[src/sv/vctf_pkg.sv]
// Shared types and constants for the vertex component to float converter.
`default_nettype none
package vctf_pkg;

  // Component formats held in the format register.
  typedef enum logic [2:0] {
    FMT_SBYTE  = 3'd0,
    FMT_UBYTE  = 3'd1,
    FMT_SSHORT = 3'd2,
    FMT_USHORT = 3'd3,
    FMT_UINT   = 3'd4,
    FMT_FLOAT  = 3'd5
  } vctf_fmt_t;

  // Configuration register indexes.
  localparam logic [2:0] REG_FORMAT    = 3'd0;
  localparam logic [2:0] REG_NORMALIZE = 3'd1;
  localparam logic [2:0] REG_SRC_COMP  = 3'd2;
  localparam logic [2:0] REG_TGT_COMP  = 3'd3;
  localparam logic [2:0] REG_ABSENT    = 3'd4;

  localparam logic [31:0] FP_ONE  = 32'h3F80_0000;
  localparam logic [31:0] FP_ZERO = 32'h0000_0000;

  // Biased exponent for a leading one at window bit 63 (integer path) and
  // for the repeating fraction pattern (normalized path).
  localparam logic [7:0] EXP_INT  = 8'd158;
  localparam logic [7:0] EXP_FRAC = 8'd126;

  typedef struct packed {
    vctf_fmt_t  fmt;
    logic       norm;
    logic [2:0] src_comp;
    logic [2:0] tgt_comp;
    logic       absent;
  } vctf_cfg_t;

  // One item in flight through the pipeline.
  typedef struct packed {
    logic        special;
    logic [31:0] special_bits;
    logic        sign;
    logic [7:0]  exp_base;
    logic        force_sticky;
    logic [63:0] win;
    logic [4:0]  lz;
    logic        last;
    logic        err;
  } vctf_item_t;

endpackage
`default_nettype wire

[src/sv/vertex_component_to_float.sv]
// Top level: vertex attribute component to IEEE single-precision converter.
// Throughput is one component per cycle; busy is always low, so start may
// stay high every cycle. The stages are decode, leading zero count, shift
// and round. Synchronous active-low reset clears the valid bits and loads
// the registers with format float, no normalize, four source and target
// components and a present source.
`default_nettype none
module vertex_component_to_float (
  input  wire         clk,
  input  wire         rst_n,
  input  wire         start,
  output logic        busy,
  input  wire [31:0]  in_raw_component,
  input  wire [1:0]   in_component_index,
  output logic        out_valid,
  output logic [31:0] out_value_bits,
  output logic        out_last_component,
  output logic        out_format_error,
  input  wire         cfg_we,
  input  wire [2:0]   cfg_index,
  input  wire [2:0]   cfg_wdata
);
  import vctf_pkg::*;

  vctf_cfg_t  cfg_r;
  logic       accept;
  logic       s1_vld, s3_vld;
  vctf_item_t s1_item, s3_item;

  // The pipeline never stalls, so the block is never busy.
  assign busy   = 1'b0;
  assign accept = start & ~busy;

  // Register writes land at once; indexes beyond the list are ignored.
  always_ff @(posedge clk) begin
    if (!rst_n) begin
      cfg_r.fmt      <= FMT_FLOAT;
      cfg_r.norm     <= 1'b0;
      cfg_r.src_comp <= 3'd4;
      cfg_r.tgt_comp <= 3'd4;
      cfg_r.absent   <= 1'b0;
    end else if (cfg_we) begin
      unique case (cfg_index)
        REG_FORMAT:    cfg_r.fmt      <= vctf_fmt_t'(cfg_wdata);
        REG_NORMALIZE: cfg_r.norm     <= cfg_wdata[0];
        REG_SRC_COMP:  cfg_r.src_comp <= cfg_wdata;
        REG_TGT_COMP:  cfg_r.tgt_comp <= cfg_wdata;
        REG_ABSENT:    cfg_r.absent   <= cfg_wdata[0];
        default: ;
      endcase
    end
  end

  // Decode picks the constant results (padding, absent source, float
  // pass-through, errors) or sets up a window for the arithmetic path.
  vctf_decode u_decode (
    .clk      (clk),
    .rst_n    (rst_n),
    .in_vld   (accept),
    .raw      (in_raw_component),
    .idx      (in_component_index),
    .cfg      (cfg_r),
    .out_vld  (s1_vld),
    .out_item (s1_item)
  );

  vctf_norm u_norm (
    .clk      (clk),
    .rst_n    (rst_n),
    .in_vld   (s1_vld),
    .in_item  (s1_item),
    .out_vld  (s3_vld),
    .out_item (s3_item)
  );

  // Output registers hold each result for exactly one strobe cycle.
  vctf_round u_round (
    .clk      (clk),
    .rst_n    (rst_n),
    .in_vld   (s3_vld),
    .in_item  (s3_item),
    .out_vld  (out_valid),
    .out_bits (out_value_bits),
    .out_last (out_last_component),
    .out_err  (out_format_error)
  );

endmodule
`default_nettype wire

[src/sv/vctf_decode.sv]
// Stage one: format decode, padding rules and conversion window setup.
`default_nettype none
module vctf_decode (
  input  wire                 clk,
  input  wire                 rst_n,
  input  wire                 in_vld,
  input  wire [31:0]          raw,
  input  wire [1:0]           idx,
  input  vctf_pkg::vctf_cfg_t cfg,
  output logic                out_vld,
  output vctf_pkg::vctf_item_t out_item
);
  import vctf_pkg::*;

  typedef enum logic [2:0] {K_SPECIAL, K_INT, K_REP7, K_REP8, K_REP15, K_REP16} kind_t;

  vctf_item_t item_nxt, item_r;
  logic       vld_r;
  kind_t      kind;
  logic [31:0] imag;
  logic [7:0]  m8;
  logic [15:0] m16;
  logic        sgn;
  logic [7:0]  b8;
  logic [15:0] b16;

  always_comb begin
    b8   = raw[7:0];
    b16  = raw[15:0];
    kind = K_SPECIAL;
    imag = '0;
    m8   = '0;
    m16  = '0;
    sgn  = 1'b0;
    item_nxt = '0;
    item_nxt.special_bits = FP_ZERO;
    item_nxt.last = (cfg.tgt_comp != 3'd0) && ({1'b0, idx} == cfg.tgt_comp - 3'd1);

    if (cfg.absent) begin
      kind = K_SPECIAL;
    end else if ({1'b0, idx} < cfg.src_comp) begin
      case (cfg.fmt)
        FMT_SBYTE: begin
          sgn = b8[7];
          m8  = sgn ? 8'(-b8) : b8;
          if (cfg.norm) begin
            if (m8 == 8'd0) kind = K_SPECIAL;
            else if (m8 >= 8'd127) item_nxt.special_bits = {sgn, FP_ONE[30:0]};
            else kind = K_REP7;
          end else begin
            kind = K_INT;
            imag = {24'd0, m8};
          end
        end
        FMT_UBYTE: begin
          m8 = b8;
          if (cfg.norm) begin
            if (m8 == 8'd0) kind = K_SPECIAL;
            else if (m8 == 8'd255) item_nxt.special_bits = FP_ONE;
            else kind = K_REP8;
          end else begin
            kind = K_INT;
            imag = {24'd0, m8};
          end
        end
        FMT_SSHORT: begin
          sgn = b16[15];
          m16 = sgn ? 16'(-b16) : b16;
          if (cfg.norm) begin
            if (m16 == 16'd0) kind = K_SPECIAL;
            else if (m16 >= 16'd32767) item_nxt.special_bits = {sgn, FP_ONE[30:0]};
            else kind = K_REP15;
          end else begin
            kind = K_INT;
            imag = {16'd0, m16};
          end
        end
        FMT_USHORT: begin
          m16 = b16;
          if (cfg.norm) begin
            if (m16 == 16'd0) kind = K_SPECIAL;
            else if (m16 == 16'hFFFF) item_nxt.special_bits = FP_ONE;
            else kind = K_REP16;
          end else begin
            kind = K_INT;
            imag = {16'd0, m16};
          end
        end
        FMT_UINT: begin
          kind = K_INT;
          imag = raw;
        end
        FMT_FLOAT: begin
          item_nxt.special_bits = raw;
        end
        default: begin
          item_nxt.err = 1'b1;
        end
      endcase
    end else if (idx == 2'd3) begin
      item_nxt.special_bits = FP_ONE;
    end

    if (kind == K_INT && imag == 32'd0) kind = K_SPECIAL;

    item_nxt.sign = sgn;
    case (kind)
      K_INT: begin
        item_nxt.win      = {imag, 32'd0};
        item_nxt.exp_base = EXP_INT;
      end
      // Dividing by 2^n-1 gives the n-bit code repeated forever, so the
      // window holds the exact leading bits and the tail is never zero.
      K_REP7: begin
        item_nxt.win          = {{9{m8[6:0]}}, m8[6]};
        item_nxt.exp_base     = EXP_FRAC;
        item_nxt.force_sticky = 1'b1;
      end
      K_REP8: begin
        item_nxt.win          = {8{m8}};
        item_nxt.exp_base     = EXP_FRAC;
        item_nxt.force_sticky = 1'b1;
      end
      K_REP15: begin
        item_nxt.win          = {{4{m16[14:0]}}, m16[14:11]};
        item_nxt.exp_base     = EXP_FRAC;
        item_nxt.force_sticky = 1'b1;
      end
      K_REP16: begin
        item_nxt.win          = {4{m16}};
        item_nxt.exp_base     = EXP_FRAC;
        item_nxt.force_sticky = 1'b1;
      end
      default: begin
        item_nxt.special = 1'b1;
      end
    endcase
  end

  always_ff @(posedge clk) begin
    if (!rst_n) vld_r <= 1'b0;
    else        vld_r <= in_vld;
    item_r <= item_nxt;
  end

  assign out_vld  = vld_r;
  assign out_item = item_r;

endmodule
`default_nettype wire

[src/sv/vctf_norm.sv]
// Stages two and three: leading zero count, then normalizing shift.
`default_nettype none
module vctf_norm (
  input  wire                  clk,
  input  wire                  rst_n,
  input  wire                  in_vld,
  input  vctf_pkg::vctf_item_t in_item,
  output logic                 out_vld,
  output vctf_pkg::vctf_item_t out_item
);
  import vctf_pkg::*;

  vctf_item_t cnt_nxt, cnt_r, sh_nxt, sh_r;
  logic       cnt_vld_r, sh_vld_r;

  // The leading one, if any, always sits in the upper half of the window.
  always_comb begin
    cnt_nxt    = in_item;
    cnt_nxt.lz = '0;
    for (int i = 0; i < 32; i++) begin
      if (in_item.win[i + 32]) cnt_nxt.lz = 5'(31 - i);
    end
  end

  always_comb begin
    sh_nxt     = cnt_r;
    sh_nxt.win = cnt_r.win << cnt_r.lz;
  end

  always_ff @(posedge clk) begin
    if (!rst_n) begin
      cnt_vld_r <= 1'b0;
      sh_vld_r  <= 1'b0;
    end else begin
      cnt_vld_r <= in_vld;
      sh_vld_r  <= cnt_vld_r;
    end
    cnt_r <= cnt_nxt;
    sh_r  <= sh_nxt;
  end

  assign out_vld  = sh_vld_r;
  assign out_item = sh_r;

endmodule
`default_nettype wire

[src/sv/vctf_round.sv]
// Stage four: round to nearest even and pack the single-precision result.
`default_nettype none
module vctf_round (
  input  wire                  clk,
  input  wire                  rst_n,
  input  wire                  in_vld,
  input  vctf_pkg::vctf_item_t in_item,
  output logic                 out_vld,
  output logic [31:0]          out_bits,
  output logic                 out_last,
  output logic                 out_err
);
  import vctf_pkg::*;

  logic [22:0] mant;
  logic        rnd, sticky, up;
  logic [7:0]  expo;
  logic [30:0] mag;
  logic [31:0] bits_nxt, bits_r;
  logic        vld_r, last_r, err_r;

  always_comb begin
    mant   = in_item.win[62:40];
    rnd    = in_item.win[39];
    sticky = (|in_item.win[38:0]) | in_item.force_sticky;
    up     = rnd & (sticky | mant[0]);
    expo   = in_item.exp_base - {3'd0, in_item.lz};
    mag    = {expo, mant} + {30'd0, up};
    bits_nxt = in_item.special ? in_item.special_bits : {in_item.sign, mag};
  end

  always_ff @(posedge clk) begin
    if (!rst_n) vld_r <= 1'b0;
    else        vld_r <= in_vld;
    bits_r <= bits_nxt;
    last_r <= in_item.last;
    err_r  <= in_item.err;
  end

  assign out_vld  = vld_r;
  assign out_bits = bits_r;
  assign out_last = last_r;
  assign out_err  = err_r;

endmodule
`default_nettype wire

[config.mk]
export PLATFORM = sky130hd
export DESIGN_NAME = vertex_component_to_float
export DESIGN_NICKNAME = d
export VERILOG_FILES = /design/src/sv/vctf_pkg.sv /design/src/sv/vertex_component_to_float.sv /design/src/sv/vctf_decode.sv /design/src/sv/vctf_norm.sv /design/src/sv/vctf_round.sv
export SDC_FILE = /design/constraint.sdc
export NUM_CORES = 1
export LEC_CHECK = 0
export ABC_AREA = 1
export BUFFER_PORTS_ARGS = -buffer_cell sky130_fd_sc_hd__buf_2
export CORE_UTILIZATION = 35
export CTS_CLUSTER_SIZE = 16
export DETAILED_ROUTE_END_ITERATION = 10
export PLACE_DENSITY = 0.63
export SLEW_MARGIN = 10
export SYNTH_ARGS = -nofsm -noshare
export SYNTH_HDL_FRONTEND = slang
export SYNTH_SLANG_ARGS = --single-unit
[constraint.sdc]
create_clock -name clk -period 3.21 [get_ports clk]
set_input_delay 0.4815 -clock clk [delete_from_list [all_inputs] [get_ports clk]]
set_output_delay 0.4815 -clock clk [all_outputs]
set_load 0.1 [all_outputs]
# [Word-level counts from Yosys, hierarchy flattened]
# Cells that the tools add are included.
[word_totals] ram_bits=0 reg_bits=385 input_bits=44 mem_bits_ro=0 output_inout_bits=36 latchBits=0 memories=0
[classes] bitwise=4 n_reduce_logical=24 multipliers=0 n_eq_ne=19 n_mux=84 shift=1 n_lt_le_gt_ge=3 addsub=5 div=0
[op_table] operator="two-way mux 32 bit" count=14
[op_table] operator="case mux 32 bit (5 select lines)" count=2
[op_table] operator="case mux 64 bit (5 select lines)" count=1
[op_table] operator="two-way mux 30 bit" count=3
[op_table] operator="two-way mux 16 bit" count=5
[op_table] operator="two-way mux 5 bit" count=16
[op_table] operator="left shift 64 x 5 -> 63 bit" count=1
[op_table] operator="two-way mux 3 bit" count=17
[op_table] operator="two-way mux 8 bit" count=5
[op_table] operator="OR reduction 39 bit" count=1
[op_table] operator="logical NOT 16 bit" count=2
[op_table] operator="logical NOT 32 bit" count=1
[op_table] operator="two-way mux 4 bit" count=8
[op_table] operator="case mux 16 bit (2 select lines)" count=1
[op_table] operator="case mux 8 bit (2 select lines)" count=2
[op_table] operator="adder 31 x 1 -> 31 bit" count=1
[op_table] operator="== test 3 x 2 -> 1 bit (second input constant)" count=6
[op_table] operator="== test 16 bit (second input constant)" count=1
[op_table] operator=">= comparator 16 x 15 -> 1 bit (second input constant)" count=1
[op_table] operator="logical NOT 8 bit" count=2
[op_table] operator="negation 16 bit" count=1
[op_table] operator="OR reduction 16 bit" count=1
[op_table] operator="== test 3 bit (second input constant)" count=5
[op_table] operator="case mux 3 bit (5 select lines)" count=1
[op_table] operator="24 further kinds" count=42

# [Logic depth before layout (Yosys ltp)]
# Gate-level depths: netlist of the first run.
[depth] word_depth=31 ltp_mapped=31

# [Hierarchy]
# A second synthesis of the first run with hierarchy kept.
[hier_totals] hier_cells=2345 area_unflattened_um2=16888.7
[modules_own_cells] mod="vctf_norm" cells_each=1014 area_each_um2=8246.7 n_inst=1
[modules_own_cells] mod="vctf_decode" cells_each=902 area_each_um2=5790.6 n_inst=1
[modules_own_cells] mod="vctf_round" cells_each=353 area_each_um2=2346.0 n_inst=1
[modules_own_cells] mod="vertex_component_to_float" cells_each=76 area_each_um2=505.5 n_inst=1

# [Worst setup path after synthesis of the first run]
# OpenSTA, ideal clock, no wires.
[synth_path] path_kind="input port to flip-flop" start="in in_raw_component[2]" end="reg u_decode.item_r (netlist bit u_decode.out_item[30])" required_ns=3.076 setup_ns=0.134 stages=18 path_slack_ns=0.142 arrival_ns=2.934 path_cell_list="buf_4 -> nor3_4 -> nand3_2 -> nor3_1 -> ha_1 -> nand2_1 -> o21ai_1 -> nor4_1 -> nand3_1 -> nor4_2 -> nand4_1 -> nand2_1 -> nor2_2 -> nor2_8 -> nand4_4 -> buf_4 -> nand4_1 -> nand4_1"
[synth_via] elab_chain_len=14
[synth_rtl] element="start, declared" line_no="vertex_component_to_float.sv:13" source="input wire [31:0] in_raw_component,"
[synth_rtl] element="negation 16 bit or negation 8 bit (tied branches)" line_no="vctf_decode.sv:68, vctf_decode.sv:45"
[synth_rtl] element="two-way mux 16 bit or two-way mux 8 bit (tied branches)" line_no="vctf_decode.sv:68, vctf_decode.sv:45"
[synth_rtl] element=">= comparator 16 x 15 -> 1 bit or >= comparator 8 x 7 -> 1 bit (tied branches)" line_no="vctf_decode.sv:71, vctf_decode.sv:48"
[synth_rtl] element="two-way mux 3 bit or two-way mux 2 bit (tied branches)" line_no="vctf_decode.sv:71, vctf_decode.sv:48"
[synth_rtl] element="two-way mux 3 bit, on equally long branches" line_no="vctf_decode.sv:70, vctf_decode.sv:47"
[synth_rtl] element="two-way mux 3 bit, on equally long branches" line_no="vctf_decode.sv:69, vctf_decode.sv:46"
[synth_rtl] element="case mux 3 bit (5 select lines)" line_no="vctf_decode.sv:42" source="case (cfg.fmt)"
[synth_rtl] element="two-way mux 3 bit" line_no="vctf_decode.sv:41" source="end else if ({1'b0, idx} < cfg.src_comp) begin"
[synth_rtl] element="two-way mux 3 bit" line_no="vctf_decode.sv:39" source="if (cfg.absent) begin"
[synth_rtl] element="== test 3 x 1 -> 1 bit" line_no="vctf_decode.sv:104" source="if (kind == K_INT && imag == 32'd0) kind = K_SPECIAL;"
[synth_rtl] element="logical AND 1 bit" line_no="vctf_decode.sv:104"
[synth_rtl] element="two-way mux 3 bit" line_no="vctf_decode.sv:104"
[synth_rtl] element="== test 3 bit (tied with other cells)" line_no="vctf_decode.sv:107" source="case (kind)"
[synth_rtl] element="case mux 64 bit (5 select lines) *" line_no="vctf_decode.sv:107"
[synth_rtl] element="end signal, assigned" line_no="vctf_decode.sv:143" source="item_r <= item_nxt;"
[synth_rtl] element="end, declared" line_no="vctf_decode.sv:17" source="vctf_item_t item_nxt, item_r;"
# Mark *: on every way between the ends. The rest lies on a longest branch, timed or not.
# A chain may end at the register's enable or synchronous reset.

# [Worst setup path in the final report of the first run]
[layout_path] start="reg u_norm.sh_r (netlist bit u_norm.out_item[46])" end="reg u_round.bits_r[30], in the netlist u_round.out_bits[30]"
[layout_via] elab_chain_len=3
[layout_rtl] element="start, declared" line_no="vctf_norm.sv:13" source="vctf_item_t cnt_nxt, cnt_r, sh_nxt, sh_r;"
[layout_rtl] element="start signal, assigned" line_no="vctf_norm.sv:39" source="sh_r <= sh_nxt;"
[layout_rtl] element="AND 1 bit" line_no="vctf_round.sv:26" source="up = rnd & (sticky | mant[0]);"
[layout_rtl] element="adder 31 x 1 -> 31 bit" line_no="vctf_round.sv:28" source="mag = {expo, mant} + {30'd0, up};"
[layout_rtl] element="two-way mux 32 bit" line_no="vctf_round.sv:29" source="bits_nxt = in_item.special ? in_item.special_bits : {in_item.sign, mag};"
[layout_rtl] element="via u_round.bits_nxt[30]" line_no="vctf_round.sv:19" source="logic [31:0] bits_nxt, bits_r;"
[layout_rtl] element="end signal, assigned" line_no="vctf_round.sv:35" source="bits_r <= bits_nxt;"
[layout_rtl] element="end, declared" line_no="vctf_round.sv:19"
# The timed path passes the listed nets, and every way through them passes these cells.

==> impl_table.tex, run 1 <==
\begin{tabular}{lr}
\hline
Metric & Value \\
\hline
\multicolumn{2}{l}{\textbf{Timing}} \\
Final number of hold-violating endpoints & 0 \\
Max-slew violation total from the final report & 0 \\
Shortest clock period the worst path allows after layout & 3.12 ns \\
Transition time of the tightest slew-check pin & 0.729 ns \\
Post-route setup TNS & 0 ns \\
Max transition margin & 51.3\% \\
Setup Skew & 0.0398 ns \\
Post-route clock period utilization & 97.1\% \\
Setup violation total in the final timing report & 0 \\
Setup repair after global routing missed its margin & true \\
Final worst slack & 0.0918 ns \\
F\_max & 321 MHz \\
\multicolumn{2}{l}{\textbf{Pwr}} \\
Sequential cell fraction of total power & 40.5\% \\
Ratio of total power to cell area & 702 nW/um2 \\
Comb pwr share & 27.3\% \\
Internal power summed over all cells & 0.00870 W \\
Total power & 0.0136 W \\
Switching power & 0.00492 W \\
Peak VDD IR & 0.659 mV \\
Static leakage power & 8.99 nW \\
Clk network pwr share & 32.2\% \\
Fraction of power spent switching nets & 36.1\% \\
\multicolumn{2}{l}{\textbf{CTS}} \\
\# H-tree levels & 2 \\
Clock transition time at the flip-flop clock pins of the worst setup and hold paths & 0.06 ns \\
CTS Buffer Depth & 3 \\
Number of buffers added by the clock tree synthesis step & 37 \\
Worst skew pair latency & 0.56 ns \\
CTS tree & built \\
Number of sinks on the clock net & 369 \\
Buffer type at the clock tree root & sky130\_fd\_sc\_hd\_\_clkbuf\_16 \\
CTS Hold Buffers Added & 0 \\
\multicolumn{2}{l}{\textbf{Synthesis}} \\
Share of the synthesized area in the top cell type & 46.7\% \\
Commonest cells post-synth & sky130\_fd\_sc\_hd\_\_nand2\_1, sky130\_fd\_sc\_hd\_\_dfxtp\_1, sky130\_fd\_sc\_hd\_\_inv\_1, sky130\_fd\_sc\_hd\_\_o21ai\_0, sky130\_fd\_sc\_hd\_\_nand3\_1 \\
Proportion of synthesized chip area in sequential cells & 46.7\% \\
Top flip-flop cell by instance count after synthesis & sky130\_fd\_sc\_hd\_\_dfxtp\_1 \\
Number of nets in the synthesized netlist & 2098 \\
Number of flops mapped to enable cells by yosys & 0 \\
YS warnings & 0 \\
Number of storage elements in the synthesis netlist & 369 \\
Share of synthesized flip-flops with an asynchronous set or reset & 0\% \\
Most area-consuming cells after synthesis & sky130\_fd\_sc\_hd\_\_dfxtp\_1, sky130\_fd\_sc\_hd\_\_nand2\_1, sky130\_fd\_sc\_hd\_\_o21ai\_0, sky130\_fd\_sc\_hd\_\_inv\_1, sky130\_fd\_sc\_hd\_\_nand3\_1 \\
Top cell type by total area after synthesis & sky130\_fd\_sc\_hd\_\_dfxtp\_1 \\
Cell with the most instances after synthesis & sky130\_fd\_sc\_hd\_\_nand2\_1 \\
Synthesized area divided by synthesized cell count & 7.75 um2 \\
Netlist area before placement & 15800 um2 \\
Number of unique standard cell types used by synthesis & 60 \\
Post-synthesis instance total & 2041 \\
\multicolumn{2}{l}{\textbf{GRT}} \\
First-pass GRT wire length & 80200 um \\
Remaining Overflow, GRT & 0 \\
Maximum number of pins on one net before global-route repair & 66 \\
Antenna violations before repair & 0 \\
GRT Resource Usage Total & 22.5\% \\
Vias in the first global route & 13900 \\
\multicolumn{2}{l}{\textbf{Drt}} \\
Number of search-and-repair iterations in the first detailed-routing pass & 7 \\
Drt drc & 0 \\
Residual antenna-violating net count after detailed routing & 0 \\
Total number of vias & 14600 \\
Routed length per instance & 18.2 um \\
DRC marker count from the first detailed-route iteration & 1145 \\
Vias per cell & 5.06 \\
Wirelength, routed & 52500 um \\
\multicolumn{2}{l}{\textbf{Setup path}} \\
Internal reg-to-reg setup slack & 0.09 ns \\
Critical Path AT & 3.60 ns \\
Critical Path Fanout Max & 3 \\
Startpoint-to-endpoint class of the critical path & reg -> reg \\
Startpoint type of the worst setup path & register \\
Worst Setup End Kind & register \\
Required time of the critical path & 3.69 ns \\
Number of cells on the worst reg-to-reg path & 20 \\
\multicolumn{2}{l}{\textbf{Placed design}} \\
PortBufs & 78 \\
Global placer's final weighted congestion & 0.941 \\
Hpwl dp & 41400 um \\
Area of placed instances & 17900 um2 \\
Pre-CTS setup slack & -0.401 ns \\
\multicolumn{2}{l}{\textbf{Finish}} \\
Post-layout nets & 2320 \\
Layout Area Growth over Synthesis & 22.6\% \\
Fraction of final layout cells sized beyond drive strength 1 & 18.7\% \\
Post-route standard cell area excluding fillers & 19400 um2 \\
Number of fill cells in the layout & 4471 \\
Footprint of the multi-input gates & 7340 um2 \\
Area occupied by registers & 7390 um2 \\
Post-layout utilization of the core & 43.6\% \\
Antenna diodes & 0 \\
\multicolumn{2}{l}{\textbf{Run status}} \\
Status & finished clean \\
\multicolumn{2}{l}{\textbf{Die}} \\
Rows & 77 \\
Vertical die dimension & 215 um \\
Initial cell density of the core & 35.6\% \\
Die outline width & 215 um \\
I/O pin count & 80 \\
Core area & 44400 um2 \\
Area enclosed by the die boundary & 46000 um2 \\
\multicolumn{2}{l}{\textbf{Hold path}} \\
Class of the tightest hold or removal check & in -> reg \\
Worst hold path cell count & 3 \\
\multicolumn{2}{l}{\textbf{Run}} \\
Max\_cap viols & 0 \\
\hline
\end{tabular}
-- path summary, 6_finish.rpt --
| check | start | end |
|---|---|---|
| hold / removal | start | u_decode.out_vld |
| setup / recovery | u_norm.out_item[46] | u_round.out_bits[30] |
| hold reg to reg | u_decode.out_item[26] | u_norm.cnt_r[26] |
| setup reg to reg | u_norm.out_item[46] | u_round.out_bits[30] |
-- repair_timing --
| action | 4_1_cts | 5_1_grt |
|---|---|---|
| setup buffers | 0 | 14 |
| setup endpoints to repair | 0 | 75 |
| resized for setup | 0 | 23 |
-- sequential cells by signal, summed over array words and instances (netlist names) --
signal / flops
u_norm.out_vld: 1
u_decode.out_vld: 1
u_decode.out_item: 104
u_norm.cnt_vld_r: 1
u_round.out_last: 1
cfg_r: 11
u_round.out_err: 1
u_norm.out_item: 108
u_round.out_vld: 1
u_round.out_bits: 32
u_norm.cnt_r: 108
-- cell type report --
| class | instances | area share (%) |
|---|---|---|
| repair buffers | 272 | 9.61 |
| well taps | 592 | 3.82 |
| inverters | 209 | 4.05 |
| clock inverters | 17 | 0.949 |
| multi-input cells | 1374 | 37.9 |
| flip-flops and latches | 369 | 38.1 |
| clock buffers | 49 | 5.53 |
-- cell usage in the layout (no fill, tap or decap), drive strengths merged, types with 8 or more instances in the layout --
cell type / synthesis / layout
inv: 205 / 206
nand3: 144 / 144
o211ai: 14 / 14
dfxtp: 369 / 369
nand2: 515 / 515
o21ai: 192 / 192
xor2: 26 / 26
nand4: 89 / 89
a31oi: 11 / 11
nor4: 23 / 23
clkinv: 4 / 17
xnor2: 8 / 8
clkbuf: 67 / 49
ha: 12 / 12
a22oi: 10 / 10
o22ai: 10 / 10
mux2i: 48 / 48
buf: 23 / 272
nor2: 125 / 126
a21oi: 53 / 53
nor3: 60 / 60
-- routing by layer --
layer,track usage [%],up-vias,share of wire [%]
li1,-,7223,-
met1,30.9,6816,47
met2,36.3,439,45
met3,2.78,93,4.9
met4,7.52,0,2.9
met5,0,-,0
-- through the flow --
step,instances,hold slack (ns)
global placement,2801,0.310
finish,2882,0.137
global route,2882,0.119
floorplan,2041,0.310
detailed placement,2801,0.312
CTS,2867,0.109
-- power groups by stage --
stage | sequential, W | combinational, W | clock (W)
final | 0.00551 | 0.00372 | 0.00439
after global placement | 0.00556 | 0.00363 | 0
after global routing | 0.00557 | 0.00401 | 0.00468
after detailed placement | 0.00558 | 0.00363 | 0
after floorplan | 0.00655 | 0.00173 | 0
after CTS | 0.00549 | 0.00365 | 0.00447
-- worst max-delay path: stages (launching register included) --
cell and delay [ns]:
sky130_fd_sc_hd__dfxtp_2 0.33, sky130_fd_sc_hd__nand2_2 0.06, sky130_fd_sc_hd__inv_2 0.07, sky130_fd_sc_hd__ha_4 0.14
sky130_fd_sc_hd__nand3_4 0.08, sky130_fd_sc_hd__nor2_4 0.13, sky130_fd_sc_hd__nand2_2 0.08, sky130_fd_sc_hd__nor2_4 0.13
sky130_fd_sc_hd__nand2_2 0.08, sky130_fd_sc_hd__inv_2 0.09, sky130_fd_sc_hd__nand3_4 0.07, sky130_fd_sc_hd__nor4_4 0.25
sky130_fd_sc_hd__nand2_2 0.12, sky130_fd_sc_hd__nor3_4 0.28, sky130_fd_sc_hd__nand4_4 0.15, sky130_fd_sc_hd__nor3_4 0.21
sky130_fd_sc_hd__nand3_2 0.14, sky130_fd_sc_hd__nor2_4 0.15, sky130_fd_sc_hd__nand3_2 0.10, sky130_fd_sc_hd__or2_0 0.24
sky130_fd_sc_hd__a21oi_1 0.13
-- kinds of logic after synthesis --
| family | count (synthesis) | share of synthesized area (%) |
|---|---|---|
| AOI/OAI and AO/OA | 312 | 10.9 |
| xor gates and xnor gates | 34 | 1.98 |
| adders and majority gates | 13 | 1.08 |
| buffers and inverters | 299 | 7.53 |
| DFF | 369 | 46.7 |
| muxes | 48 | 3.04 |
| other | 1 | 0.0237 |
| and+or+nand+nor | 965 | 28.7 |
No activity file was read; power rests on OpenSTA's default activity.
==> inputs of run 2 (changes only) <==
--- a/config.mk
+++ b/config.mk
@@ -7,10 +7,13 @@
 export LEC_CHECK = 0
 export ABC_AREA = 1
 export BUFFER_PORTS_ARGS = -buffer_cell sky130_fd_sc_hd__buf_2
-export CORE_UTILIZATION = 35
+export CELL_PAD_IN_SITES_DETAIL_PLACEMENT = 0
+export CELL_PAD_IN_SITES_GLOBAL_PLACEMENT = 2
+export CORE_ASPECT_RATIO = 0.75
+export CORE_UTILIZATION = 33
 export CTS_CLUSTER_SIZE = 16
 export DETAILED_ROUTE_END_ITERATION = 10
-export PLACE_DENSITY = 0.63
+export PLACE_DENSITY = 0.87
 export SLEW_MARGIN = 10
 export SYNTH_ARGS = -nofsm -noshare
 export SYNTH_HDL_FRONTEND = slang
==> constraint.sdc (replaced) <==
create_clock -name clk -period 3.21 [get_ports clk]
set_input_delay 0.4815 -clock clk [delete_from_list [all_inputs] [get_ports clk]]
set_output_delay 0.4815 -clock clk [all_outputs]
set_load 0.05 [all_outputs]
==> impl_table.tex, run 2 (synthesis results as in run 1) <==
\begin{tabular}{lr}
\hline
Metric & Value \\
\hline
\multicolumn{2}{l}{\textbf{Die}} \\
I/O pin count & 80 (unchanged) \\
Rows & 69 (-10\%) \\
Core area & 47300 um2 (+6.5\%) \\
Initial cell density of the core & 33.4\% (-2.2 points) \\
Area enclosed by the die boundary & 48800 um2 (+6.0\%) \\
Die outline width & 255 um (+19\%) \\
Vertical die dimension & 192 um (-11\%) \\
\multicolumn{2}{l}{\textbf{Setup path}} \\
Internal reg-to-reg setup slack & 0.09 ns (about the same) \\
Cell-by-cell listing of the critical path & nand2\_2, inv\_2, ha\_4, nand3\_4, nor2\_4, nand2\_2, nor2\_4, nand2\_2, inv\_2, nand3\_4, nor4\_4, nand2\_2, nor3\_4, nand4\_4, nor3\_4, nand3\_2, nor2\_4, nand3\_2, buf\_4, a21oi\_1, a21oi\_1 \\
CP startpoint & u\_norm.out\_item[47] \\
Critical Path AT & 3.56 ns (-0.04 ns) \\
Critical Path Fanout Max & 3 (unchanged) \\
Worst Setup End Kind & register \\
Number of logic stages on the critical path including buffering & 21 (+5.0\%) \\
Critical Path Most Common Cell & sky130\_fd\_sc\_hd\_\_nand2\_2 \\
Startpoint-to-endpoint class of the critical path & reg -> reg \\
Critical path buffers and inverters & 3 (+1) \\
Worst reg2reg path endpoint & u\_round.out\_bits[30] \\
Slowest stage cell on the critical path & sky130\_fd\_sc\_hd\_\_dfxtp\_2 \\
Crit path capture & u\_round.out\_bits[30] \\
Reg2reg start & u\_norm.out\_item[47] \\
Number of cells on the worst reg-to-reg path & 21 (+5.0\%) \\
Largest delay contributor family on the critical path & simple AND/OR/NAND/NOR gates \\
Max incr delay on CP & 0.33 ns (about the same) \\
Startpoint type of the worst setup path & register \\
Required time of the critical path & 3.65 ns (-0.04 ns) \\
\multicolumn{2}{l}{\textbf{Drt}} \\
Total number of vias & 14400 (-1.4\%) \\
DRC marker count from the first detailed-route iteration & 1208 (+5.5\%) \\
Residual antenna-violating net count after detailed routing & 0 (unchanged) \\
Wirelength, routed & 56000 um (+6.6\%) \\
Vias per cell & 4.96 (-2.0\%) \\
Number of search-and-repair iterations in the first detailed-routing pass & 5 (-2) \\
Drt drc & 0 (unchanged) \\
Routed length per instance & 19.3 um (+6.1\%) \\
\multicolumn{2}{l}{\textbf{CTS}} \\
Clock transition time at the flip-flop clock pins of the worst setup and hold paths & 0.07 ns (about the same) \\
CTS Buffer Depth & 3 (unchanged) \\
Number of buffers added by the clock tree synthesis step & 38 (+2.7\%) \\
Number of sinks on the clock net & 369 (unchanged) \\
\# H-tree levels & 2 (unchanged) \\
Buffer type at the clock tree root & sky130\_fd\_sc\_hd\_\_clkbuf\_16 \\
CTS Hold Buffers Added & 0 (unchanged) \\
Worst skew pair latency & 0.55 ns (about the same) \\
CTS tree & built \\
\multicolumn{2}{l}{\textbf{GRT}} \\
GRT Resource Usage Total & 23.0\% (+0.58 points) \\
Remaining Overflow, GRT & 0 (unchanged) \\
Maximum number of pins on one net before global-route repair & 66 (unchanged) \\
Vias in the first global route & 13700 (-1.2\%) \\
First-pass GRT wire length & 84100 um (+4.8\%) \\
Antenna violations before repair & 4 (+4) \\
\multicolumn{2}{l}{\textbf{Timing}} \\
Setup Skew & 0.0130 ns (-0.0269 ns) \\
Setup violation total in the final timing report & 0 (unchanged) \\
Shortest clock period the worst path allows after layout & 3.12 ns (+0.00330 ns) \\
Transition time of the tightest slew-check pin & 0.873 ns (+0.144 ns) \\
Max-slew violation total from the final report & 0 (unchanged) \\
F\_max & 320 MHz (-0.11\%) \\
Max transition margin & 41.7\% (-9.6 points) \\
Post-route clock period utilization & 97.2\% (+0.10 points) \\
Setup repair after global routing missed its margin & true \\
Final number of hold-violating endpoints & 0 (unchanged) \\
\multicolumn{2}{l}{\textbf{Pwr}} \\
Total power & 0.0132 W (-3.0\%) \\
Peak VDD IR & 0.334 mV (-49\%) \\
Ratio of total power to cell area & 685 nW/um2 (-2.5\%) \\
Static leakage power & 8.85 nW (-1.5\%) \\
\multicolumn{2}{l}{\textbf{Run}} \\
Max\_cap viols & 0 (unchanged) \\
\multicolumn{2}{l}{\textbf{Finish}} \\
Fraction of final layout cells sized beyond drive strength 1 & 17.5\% (-1.2 points) \\
Layout Area Growth over Synthesis & 22.1\% \\
Number of fill cells in the layout & 4936 (+10\%) \\
Antenna diodes & 0 (unchanged) \\
Post-layout nets & 2291 (-1.3\%) \\
Most common library cell in the layout ignoring fill and taps & sky130\_fd\_sc\_hd\_\_nand2\_1 \\
Post-layout utilization of the core & 40.8\% (-2.9 points) \\
Leading cell types in the layout, fill and taps excluded & sky130\_fd\_sc\_hd\_\_nand2\_1, sky130\_fd\_sc\_hd\_\_dfxtp\_1, sky130\_fd\_sc\_hd\_\_inv\_1 \\
\multicolumn{2}{l}{\textbf{Placed design}} \\
Hpwl dp & 44500 um (+7.5\%) \\
Global placer's final weighted congestion & 0.912 (-3.1\%) \\
PortBufs & 78 (unchanged) \\
\multicolumn{2}{l}{\textbf{Run status}} \\
Status & finished clean \\
\multicolumn{2}{l}{\textbf{Hold path}} \\
Class of the tightest hold or removal check & in -> reg \\
\hline
\end{tabular}
[run 2: cell count changes in the layout (fill, tap and decap cells not counted), moves of 2 or more]
| cell | previous run | this run |
|---|---|---|
| sky130_fd_sc_hd__nor4_1 | 16 | 18 |
| sky130_fd_sc_hd__clkinv_2 | 9 | 5 |
| sky130_fd_sc_hd__inv_6 | 1 | 3 |
| sky130_fd_sc_hd__nand3_2 | 11 | 14 |
| sky130_fd_sc_hd__buf_12 | 1 | 5 |
| sky130_fd_sc_hd__nand3_1 | 124 | 121 |
| sky130_fd_sc_hd__buf_4 | 192 | 158 |
| sky130_fd_sc_hd__clkbuf_8 | 8 | 6 |
| sky130_fd_sc_hd__clkinv_4 | 3 | 1 |
[run 2: final cells by class]
cell class	instances	area [um2]	share of cell area, %
Clock inverter	16	240	1.25
Tap cell	639	800	4.14
Multi-Input combinational cell	1374	7340	38.0
Timing Repair Buffer	242	1690	8.75
Clock buffer	48	1050	5.43
Inverter	209	786	4.07
Sequential cell	369	7390	38.3
[run 2: power breakdown]
| part | switching [W] | total (W) | internal [W] |
|---|---|---|---|
| clock network | 0.00189 | 0.00449 | 0.00260 |
| logic | 0.00226 | 0.00321 | 0.000944 |
| registers | 0.000307 | 0.00551 | 0.00521 |
| total | 0.00446 | 0.0132 | 0.00875 |
[run 2: how the worst min path moves through the flow]
stage / from / to / slack [ns] / depth (start not counted)
floorplan: u_decode.out_item[0] / u_norm.cnt_r[0] / 0.31 / 0
global placement: u_decode.out_item[1] / u_norm.cnt_r[1] / 0.31 / 0
detailed placement: u_decode.out_item[98] / u_norm.cnt_r[98] / 0.31 / 0
CTS: start / u_decode.out_vld / 0.10 / 3
global route: start / u_decode.out_vld / 0.13 / 3
finish: start / u_decode.out_vld / 0.13 / 3
[run 2: worst min-delay path: stages]
cell and delay [ns]:
sky130_fd_sc_hd__buf_2 0.08, sky130_fd_sc_hd__nand2_1 0.04, sky130_fd_sc_hd__inv_1 0.04
[run 2: per-stage QoR]
step                setup WS [ns]  hold WS (ns)  cell area, um2  setup TNS [ns]  instances
global placement           -0.568         0.310           17800          -33.85       2826
floorplan                   0.142         0.310           15800               0       2041
global route              -0.0618         0.134           19300         -0.0909       2897
detailed placement         -0.559         0.312           17800          -34.70       2826
CTS                        0.0216         0.101           19100               0       2890
finish                     0.0885         0.126           19300               0       2897
[run 2: what timing repair did]
item | in CTS | in global routing
endpoints found under the hold margin | 0 | 0
resized for setup | 0 | 22
setup endpoints to repair | 0 | 67
buffers inserted | 0 | 6
[run 2: metal layers]
| layer | vias up | share of wire, % | wire length, um | track usage, % |
|---|---|---|---|---|
| li1 | 7158 | - | - | - |
| met4 | 0 | 2.1 | 1200 | 6.24 |
| met5 | - | 0 | 0 | 0 |
| met1 | 6718 | 53 | 29500 | 35.9 |
| met2 | 409 | 40 | 22400 | 32.2 |
| met3 | 75 | 5.2 | 2910 | 3.43 |
